**config.mk**
```make
export PLATFORM = sky130hd
export DESIGN_NAME = bm25tw_div
export DESIGN_NICKNAME = d
export VERILOG_FILES = /design/src/rtl/bm25tw_div.sv
export SDC_FILE = /design/constraint.sdc
export NUM_CORES = 1
export LEC_CHECK = 0
export BUFFER_PORTS_ARGS = -buffer_cell sky130_fd_sc_hd__buf_2
export CORE_MARGIN = 2
export CORE_UTILIZATION = 62
export DETAILED_ROUTE_END_ITERATION = 8
export HOLD_SLACK_MARGIN = 0.15
export PLACE_DENSITY = 0.86
export SYNTH_ARGS = -nofsm -noshare
export SYNTH_HDL_FRONTEND = slang
export SYNTH_SLANG_ARGS = --single-unit
```
**constraint.sdc**
```tcl
create_clock -name clk -period 6.9 [get_ports clk]
set_input_delay 1.035 -clock clk [delete_from_list [all_inputs] [get_ports clk]]
set_output_delay 1.035 -clock clk [all_outputs]
set_load 0.05 [all_outputs]
```
**src/rtl/bm25tw_div.sv**
```systemverilog
// pipelined restoring divider, one quotient bit per stage, quotient known below 2^QW
`default_nettype none

module bm25tw_div #(
  parameter int unsigned DW = 16,
  parameter int unsigned QW = 16
) (
  input  logic             clk,
  input  logic             en,
  input  logic [DW+QW-1:0] num,
  input  logic [DW-1:0]    den,
  output logic [QW-1:0]    quo
);

  // upper DW bits hold the partial remainder, lower QW bits numerator then quotient
  logic [DW+QW-1:0] acc_r [1:QW];
  logic [DW-1:0]    den_r [1:QW-1];

  genvar g;
  generate
    for (g = 0; g < QW; g++) begin : g_step
      logic [DW+QW-1:0] cur;
      logic [DW-1:0]    dcur;
      logic [DW:0]      cand;
      logic [DW:0]      diff;
      logic             qb;

      if (g == 0) begin : g_in
        assign cur  = num;
        assign dcur = den;
      end else begin : g_mid
        assign cur  = acc_r[g];
        assign dcur = den_r[g];
      end

      // trial subtract
      assign cand = cur[DW+QW-1:QW-1];
      assign diff = cand - {1'b0, dcur};
      assign qb   = (cand >= {1'b0, dcur});

      always_ff @(posedge clk) begin
        if (en) acc_r[g+1] <= {(qb ? diff[DW-1:0] : cand[DW-1:0]), cur[QW-2:0], qb};
      end

      if (g < QW - 1) begin : g_den
        always_ff @(posedge clk) begin
          if (en) den_r[g+1] <= dcur;
        end
      end
    end
  endgenerate

  assign quo = acc_r[QW][QW-1:0];

endmodule

`default_nettype wire

```
==> metrics list, run 1 <==
- For the finished layout, the period the worst path requires is approximately 3.8 ns.
- Total number of placement rows: roughly 90
* Number of distinct library cells after synthesis: 77
- First-pass GRT wire length: approximately 110000 um
- After layout, the worst setup slack is around 3 ns.
- The later pin in the worst-skew pair is clocked with a latency of slightly above 0.6 ns.
- Combined global-route utilization of all metal layers: 22.8%
* Pin count of the biggest net entering global routing: 175
* Share of cells above drive strength 1: roughly a tenth
- The final layout contains routed wiring with a total length of 69100 um.
- Post-detailed-route via-to-cell ratio: between 5 and 6
- Via count of the first global-routing pass: between 20000 and 25000
- The tool flagged a number of max-cap violations equal to 0.
* CTS clk-pin slew, worst paths: 0.06 ns
- Number of enable flip-flop cells after synthesis: approximately 740
* Number of sinks handled by clock tree synthesis: between 700 and 800
* Quantity of I/O buffers inserted on ports: 65
- Drc violations: 0
- By instance count, the leading cell after synthesis is sky130_fd_sc_hd__edfxtp_1.
* Final clock skew: approximately 0.023 ns
* # H-tree levels: 3
* Worst min-delay path class: flip-flop to flip-flop
- 0 antenna diodes ended up in the layout.
- P per Cell Area: 442 nW/um2
- Unrepaired setup endpoints after global routing: false
- Max-slew headroom: 10.2%
* Cell area after technology mapping: between 30000 and 40000 um2
* Type of the setup path with the least slack: flip-flop to flip-flop
- Averaged over all synthesized cells, the footprint is 12.7 um2.
- Initial core utilization: roughly 63%
* Area overhead of the layout relative to synthesis: 9.85%
- Hold Worst Slack: 0.402 ns
- In this run the vertical extent of the chip is between 200 and 250 um.
- Type of destination of the critical path: flip-flop
* Iteration count of the initial detailed-routing pass: 6
* Biggest area contributors in the synthesized netlist: sky130_fd_sc_hd__edfxtp_1 (60%), sky130_fd_sc_hd__ha_1 (8.7%), sky130_fd_sc_hd__inv_1 (3.7%)
- The final hold violation count came to 0.
* X dimension of the die: approximately 250 um
- In this run, CTS created clock tree buffers numbering 76.
* Syn Nets: 3226
* Avg WL per Cell: roughly 18 um
- Gr ovfl total: 0
- Number of nets with antenna violations after detailed routing: 0
- DRC violation total after the first TritonRoute iteration: 1344
* Worst-case setup slack after placement: between 2 and 3 ns
* Number of max-slew violations in the final report: 0
* Via count: roughly 22000
* Setup-failing EPs final: 0
- TritonCTS clock tree: built
- Leading post-synthesis cells by instance count: sky130_fd_sc_hd__edfxtp_1 (736), sky130_fd_sc_hd__inv_1 (360), sky130_fd_sc_hd__ha_1 (256)
* Placer Congestion: around 0.95
- Post-route setup TNS: 0 ns
- Result of the run: completed
- For this run, the number of Yosys warnings is 0.
- Worst ir drop on vdd: approximately 0.25 mV
- Share of flip-flops with an asynchronous set or reset: 0%
* Cell at the root of the clock tree: sky130_fd_sc_hd__clkbuf_16
- After synthesis, flip-flops and latches occupy approximately 60% of the total area.
* Number of gates resized after CTS: 0
- At the pin with the least slew margin, the transition time is around 1.3 ns.
- 66 I/O pins were placed.
* Final HPWL from detailed placement: 49800 um
* Post-synth top area cell: sky130_fd_sc_hd__edfxtp_1
- CP Max Fanout: 29
- Initial antenna violation count: 0
- Top_reg_cell synth: sky130_fd_sc_hd__edfxtp_1
- Number of buffers on the longest clock path: 3
- Derived from the worst setup path, the maximum achievable clock frequency is 262 MHz.
- Post-CTS setup repair buffer count: 0
- The die covers 61400 um2.
- Summed over all cells, the static leakage comes to around 16 nW.
- Number of storage elements in the synthesis netlist: 736
* Crit path required time: around 7.3 ns
* Startpoint class of the critical path: flip-flop
- DP Cell Count: 3714
* Hold_buf cts: 0
- Worst Path Arrival: between 4 and 5 ns
- After synthesis, the largest area contributor takes up 60.0% of total cell area.
* Final period util: 55.2%
- At the end of the flow, the number of nets in the layout was ~3300.
* Placeable core region: slightly below 60000 um2
* Synth Instances: approximately 2900
* Final non-filler cell total: 3851
## metrics by stage
stage / util (%) / power (W) / instance area, um2
floorplan: - / 0.0122 / 36800
global placement: 64.7 / 0.0135 / 38100
detailed placement: 64.7 / 0.0139 / 38100
CTS: 68.7 / 0.0179 / 40500
global route: 68.7 / 0.0189 / 40500
finish: 68.7 / 0.0179 / 40500
## cell type report
cell class	count	area, um2
Tap cell	773	967
Clock inverter	44	385
Clock buffer	93	2010
Sequential cell	736	22100
Timing Repair Buffer	76	455
Multi-Input combinational cell	1769	13200
Inverter	360	1350
Fill cell	3953	18400
## logic make-up after synthesis
family | Yosys count | share of synthesized area, %
xor+xnor | 165 | 3.92
simple gates | 573 | 7.36
mux | 136 | 4.12
fa+ha+maj | 271 | 9.51
compound gates | 624 | 10.9
flops | 736 | 60.0
buf+inv | 400 | 4.21
## where the power goes
group          switching (W)  total, W  leakage, nW  internal (W)
sequential          0.000511   0.00688         7.19       0.00637
clock                0.00166   0.00395         1.16       0.00230
combinational        0.00391   0.00704         8.05       0.00313
total                0.00607    0.0179         16.4        0.0118
## cell usage in the layout (no fill, tap or decap), types with 15 or more instances in the layout
master,n
sky130_fd_sc_hd__a21oi_1,174
sky130_fd_sc_hd__a21boi_0,22
sky130_fd_sc_hd__nor2_1,167
sky130_fd_sc_hd__nand4_1,31
sky130_fd_sc_hd__o21bai_1,22
sky130_fd_sc_hd__o31ai_1,16
sky130_fd_sc_hd__edfxtp_1,736
sky130_fd_sc_hd__fa_1,15
sky130_fd_sc_hd__buf_2,64
sky130_fd_sc_hd__nor3_1,43
sky130_fd_sc_hd__mux2i_1,23
sky130_fd_sc_hd__xnor2_1,107
sky130_fd_sc_hd__nand2b_1,31
sky130_fd_sc_hd__and3_1,15
sky130_fd_sc_hd__clkbuf_1,15
sky130_fd_sc_hd__clkbuf_16,78
sky130_fd_sc_hd__nor2b_1,40
sky130_fd_sc_hd__inv_1,360
sky130_fd_sc_hd__ha_1,256
sky130_fd_sc_hd__o21ai_0,157
sky130_fd_sc_hd__clkinv_1,18
sky130_fd_sc_hd__o21a_1,20
sky130_fd_sc_hd__a211oi_1,21
sky130_fd_sc_hd__xor2_1,58
sky130_fd_sc_hd__nand3_1,39
sky130_fd_sc_hd__nand2_1,160
sky130_fd_sc_hd__mux2_2,102
sky130_fd_sc_hd__a21o_1,77
## state kept, by name, indices dropped and copies added (netlist names)
name	cells
acc_r	496
den_r	240
## worst paths after layout
kind                            slack (ns)  cells after the start                     end              startpoint
worst max register to register        3.09                     10  acc_r[1][30]$_DFFE_PP_  den_r[0][18]$_DFFE_PP_
worst min register to register        0.40                      0   acc_r[4][1]$_DFFE_PP_  acc_r[3][32]$_DFFE_PP_
worst max-delay path                  3.09                     10  acc_r[1][30]$_DFFE_PP_  den_r[0][18]$_DFFE_PP_
worst min-delay path                  0.40                      0   acc_r[4][1]$_DFFE_PP_  acc_r[3][32]$_DFFE_PP_
## per-layer routing
layer / up-vias / track usage [%] / part of all wire (%)
met5: - / 0 / 0
met4: 0 / 13.8 / 5.9
met3: 238 / 3.73 / 3.7
met2: 564 / 42.8 / 54
met1: 10800 / 23.7 / 37
li1: 10900 / - / -
## worst max-delay path, cell delays in order, from the launching register on
cell and delay [ns]:
sky130_fd_sc_hd__edfxtp_1 0.44, sky130_fd_sc_hd__inv_1 0.07, sky130_fd_sc_hd__ha_1 0.36, sky130_fd_sc_hd__o21ai_0 0.23, sky130_fd_sc_hd__a211oi_1 0.10, sky130_fd_sc_hd__nor4bb_1 0.40, sky130_fd_sc_hd__o21bai_1 0.19, sky130_fd_sc_hd__a41o_1 0.33
sky130_fd_sc_hd__a41oi_2 0.96, sky130_fd_sc_hd__inv_1 0.15, sky130_fd_sc_hd__mux2_2 0.32
(Power assumes the default switching activity.)
==> inputs of run 2 (changes only) <==
--- a/config.mk
+++ b/config.mk
@@ -5,6 +5,7 @@
 export SDC_FILE = /design/constraint.sdc
 export NUM_CORES = 1
 export LEC_CHECK = 0
+export ABC_AREA = 1
 export BUFFER_PORTS_ARGS = -buffer_cell sky130_fd_sc_hd__buf_2
 export CORE_MARGIN = 2
 export CORE_UTILIZATION = 62
==> constraint.sdc (replaced) <==
create_clock -name clk -period 3.9 [get_ports clk]
set_input_delay 0.585 -clock clk [delete_from_list [all_inputs] [get_ports clk]]
set_output_delay 0.585 -clock clk [all_outputs]
set_load 0.05 [all_outputs]
==> run 2 against run 1 <==
  * Global-route usage rose by 5.8 points
  * Non-clock buffer count rose by 40
  * First-iteration DRC count rose by 130%
  * Routed wire length rose by 46%
  * Die area rose by 16%
  * Synthesized cell count rose by 71%
  * Sequential power rose by 77%
  * Largest cell class unchanged
  * Largest power group unchanged
==> metrics list, run 2 <==
- The first global-routing pass estimated roughly 160000 um of wire.
* Total routed wirelength: between 100000 and 150000 um
- For this configuration, the core starts out at a cell density of between 60% and 70%.
* Clock period minus worst slack: roughly 2.6 ns
- In this run, synthesis inferred between 700 and 800 flip-flops with an integrated enable.
- Dividing the detail-routed wire length by the instance count gives roughly 17 um.
- Peak Freq: 385 MHz
* Initial antenna violation count: 0
- TritonCTS clock tree: built
* Register ranked first by flip-flop count: acc_r
- In the final layout, the registers with the most flip-flops are acc_r x496, den_r x240.
- I/O pin cnt: between 60 and 70
* Worst min-delay path class: input port to flip-flop
- The slowest stage of the critical path is the sky130_fd_sc_hd__dlygate4sd3_1 cell.
- Across the routed clock network, the largest skew measured is between 0.02 and 0.025 ns.
- Gr ovfl total: 0
- Syn Nets: between 5000 and 6000
- CTS clk-pin slew, worst paths: 0.06 ns
- X dimension of the die: around 270 um
- Type of destination of the critical path: flip-flop
- The tool flagged a number of max-cap violations equal to 0.
- The floorplan step defined a core boundary enclosing 68500 um2.
* Hold Worst Slack: ~0.20 ns
* Power Total: ~0.034 W
* Worst path bufs/invs: 3
- Die Area: around 71000 um2
* Final antenna diode count: 0
- Synth Instances: 4964
* CP Max Fanout: 17
* Net count, final: around 5400
- Final HPWL from detailed placement: ~76000 um
- Cell at the root of the clock tree: sky130_fd_sc_hd__clkbuf_16
* Final design area excluding fillers: 47000 um2
- The cell that appears most often on the critical path is sky130_fd_sc_hd__nand2_1.
* Quantity of I/O buffers inserted on ports: between 60 and 70
* Number of distinct library cells after synthesis: 40
- Number of warnings printed during yosys synthesis: 0
- Using the TritonRoute via totals, the vias-per-cell ratio works out to roughly 5.4.
* Startpoint class of the critical path: input port
- In this run, CTS created clock tree buffers numbering between 70 and 80.
- Area overhead of the layout relative to synthesis: 9.69%
- Worst reg2reg path startpoint: den_r[1][42]$_DFFE_PP_
- Placer Congestion: ~0.94
- Of all flip-flops after synthesis, the portion carrying an async set or reset was 0%.
- Traced cell by cell, the critical path runs through dlygate4sd3_1 > buf_2 > inv_1 > ha_1 > nand2_1 > nor2_1 > and2_1 > nand2_1 > nand2_1 > nor2_4 > nand2_4 > nand2_1 > nand2_1.
- Once the clock tree was built, the setup fixing pass inserted 0 buffers.
* Average cell area after synthesis: roughly 8.6 um2
* Type of the setup path with the least slack: input port to flip-flop
- The final hold violation count came to 0.
- Global routing consumed, over all layers together, 28.6% of the routing resources.
- Leaving out fill and tap cells, the most frequent cell in the layout is sky130_fd_sc_hd__nand2_1.
* # H-tree levels: 3
* Worst ir drop on vdd: between 0.4 and 0.5 mV
* Sequential area share after synthesis: between 50% and 60%
* Endpoint of the worst register-to-register path: acc_r[5][58]$_DFFE_PP_
- Setup repair after global routing left no endpoint under its margin.
* Worst Path Arrival: roughly 3.0 ns
- Counting the fill cells in the layout gives between 5000 and 6000.
- Post-synth top area cell: sky130_fd_sc_hd__edfxtp_1
- Share of cells above drive strength 1: between 5 and 6%
- Most frequent cell after synthesis: sky130_fd_sc_hd__nand2_1
* Number of buffers on the longest clock path: 3
- Leading post-synthesis cells by instance count: sky130_fd_sc_hd__nand2_1 (1822), sky130_fd_sc_hd__inv_1 (959), sky130_fd_sc_hd__edfxtp_1 (736)
* Pin count of the biggest net entering global routing: 94
- The kind of cell with the highest combined delay along the critical path is simple AND/OR/NAND/NOR gates.
- After detailed routing, the number of remaining DRC violations is 0.
- For hold timing, the worst endpoint is den_r[0][17]$_DFFE_PP_.
- The detail route stage leaves a number of antenna-violating nets equal to 0.
* Register-to-Register Path Depth: 11
* Result of the run: completed
- The placed instances occupy a cell area of 44200 um2.
- The top cell types in the final layout, fill and taps aside, are sky130_fd_sc_hd__nand2_1 (1822), sky130_fd_sc_hd__inv_1 (959), sky130_fd_sc_hd__edfxtp_1 (736).
- Summed over all cells, the static leakage comes to between 20 and 25 nW.
- Top_reg_cell synth: sky130_fd_sc_hd__edfxtp_1
- For the pin with the worst max-slew slack, the measured transition is about 0.90 ns.
* Hold Path Cell Cnt: 1
- The floorplan step set the die height to between 200 and 300 um.
* Final period util: between 60% and 70%
- The mapped netlist covers 42800 um2.
- In this run, synthesis produced a sequential element count of 736.
- Number of gates resized after CTS: 0
* Total number of placement rows: between 90 and 100
- R2r setup slk: around 1.3 ns
- Flip-flop count of the largest register after layout: 496
- The startpoint identified for the worst hold timing path is den[1].
- For the final routed database, the setup TNS stands at 0 ns.
* Latest clock arrival within the worst-skew pair: roughly 0.63 ns
- The worst pin sits at a relative slew slack of around two fifths.
- Via count: around 33000
* DRC violation total after the first TritonRoute iteration: roughly 3100
- The via count of the first global-routing pass is roughly 31000.
* Biggest area contributors in the synthesized netlist: sky130_fd_sc_hd__edfxtp_1 (52%), sky130_fd_sc_hd__nand2_1 (16%), sky130_fd_sc_hd__inv_1 (8.4%)
- P per Cell Area: around 730 nW/um2
- The largest single stage delay on the critical path is 0.52 ns.
- Number of max-slew violations in the final report: 0
- The clock net in this run drives a total of 736 sinks.
- The pre-antenna-repair detailed-routing pass consisted of 8 iterations.
* Fraction of synthesized cell area taken by the top area cell type: about 52%
* Setup-failing EPs final: 0
- Crit path required time: approximately 4.3 ns
- Buffers inserted to repair hold after CTS numbered 30.
run 2: changes by cell type after synthesis, moves of 23 or more:
cell	before	now
sky130_fd_sc_hd__nand3b_1	1	34
sky130_fd_sc_hd__nand4_1	31	74
sky130_fd_sc_hd__mux2i_1	23	0
sky130_fd_sc_hd__nand2b_1	31	0
sky130_fd_sc_hd__xnor2_1	107	21
sky130_fd_sc_hd__mux2_2	102	0
sky130_fd_sc_hd__o21ai_0	159	10
sky130_fd_sc_hd__clkbuf_1	25	0
sky130_fd_sc_hd__nor2b_1	40	0
sky130_fd_sc_hd__nand3_1	39	394
sky130_fd_sc_hd__inv_1	360	959
sky130_fd_sc_hd__nand2_1	160	1822
sky130_fd_sc_hd__a21oi_1	174	134
sky130_fd_sc_hd__a21o_1	77	1
run 2: how the worst max path moves through the flow:
stage          slack [ns]  cells after the start                endpoint              startpoint
6_report             1.30                     13  acc_r[0][57]$_DFFE_PP_                 den[10]
5_1_grt              1.14                     12  acc_r[2][56]$_DFFE_PP_  den_r[0][75]$_DFFE_PP_
4_1_cts              1.37                     13  acc_r[0][57]$_DFFE_PP_                 den[10]
3_5_place_dp         1.26                     12  acc_r[0][61]$_DFFE_PP_                 den[11]
3_3_place_gp         1.32                     11  acc_r[0][56]$_DFFE_PP_                 num[26]
2_1_floorplan        1.80                     12  acc_r[0][52]$_DFFE_PP_                 den[10]
run 2: layout make-up:
class	instances	area, um2	area share (%)
Timing Repair Buffer	116	931	1.98
Sequential cell	736	22100	47.0
Inverter	966	3630	7.72
Clock inverter	51	499	1.06
Multi-Input combinational cell	3208	16700	35.5
Tap cell	882	1100	2.35
Clock buffer	87	2030	4.32
run 2: stage by stage:
stage | utilization, % | cells | worst slack, ns
floorplan | - | 4964 | 1.80
global placement | 64.5 | 5878 | 1.32
detailed placement | 64.5 | 5878 | 1.26
CTS | 68.6 | 6046 | 1.37
global route | 68.6 | 6046 | 1.14
finish | 68.6 | 6046 | 1.30
run 2: power breakdown:
part | total [W] | switching (W) | internal [W]
registers | 0.0122 | 0.00111 | 0.0111
logic | 0.0147 | 0.00978 | 0.00495
clock network | 0.00740 | 0.00311 | 0.00429
total | 0.0343 | 0.0140 | 0.0203
run 2: routing by layer:
layer | vias to the layer above | part of all wire [%] | GRT usage (%)
li1 | 16200 | - | -
met1 | 15000 | 41 | 36.4
met2 | 1231 | 48 | 49.4
met3 | 258 | 6.4 | 3.87
met4 | 0 | 4.3 | 11.6
met5 | - | 0 | 0
run 2: cell families after synthesis:
logic type	Yosys count	share of synthesized area, %
flip-flops	736	51.6
AND/OR/NAND/NOR	2669	26.7
buffers and inverters	1020	9.43
adder cells (fa/ha/maj)	271	8.18
XOR/XNOR	93	1.90
AO/OA/AOI/OAI	175	2.21
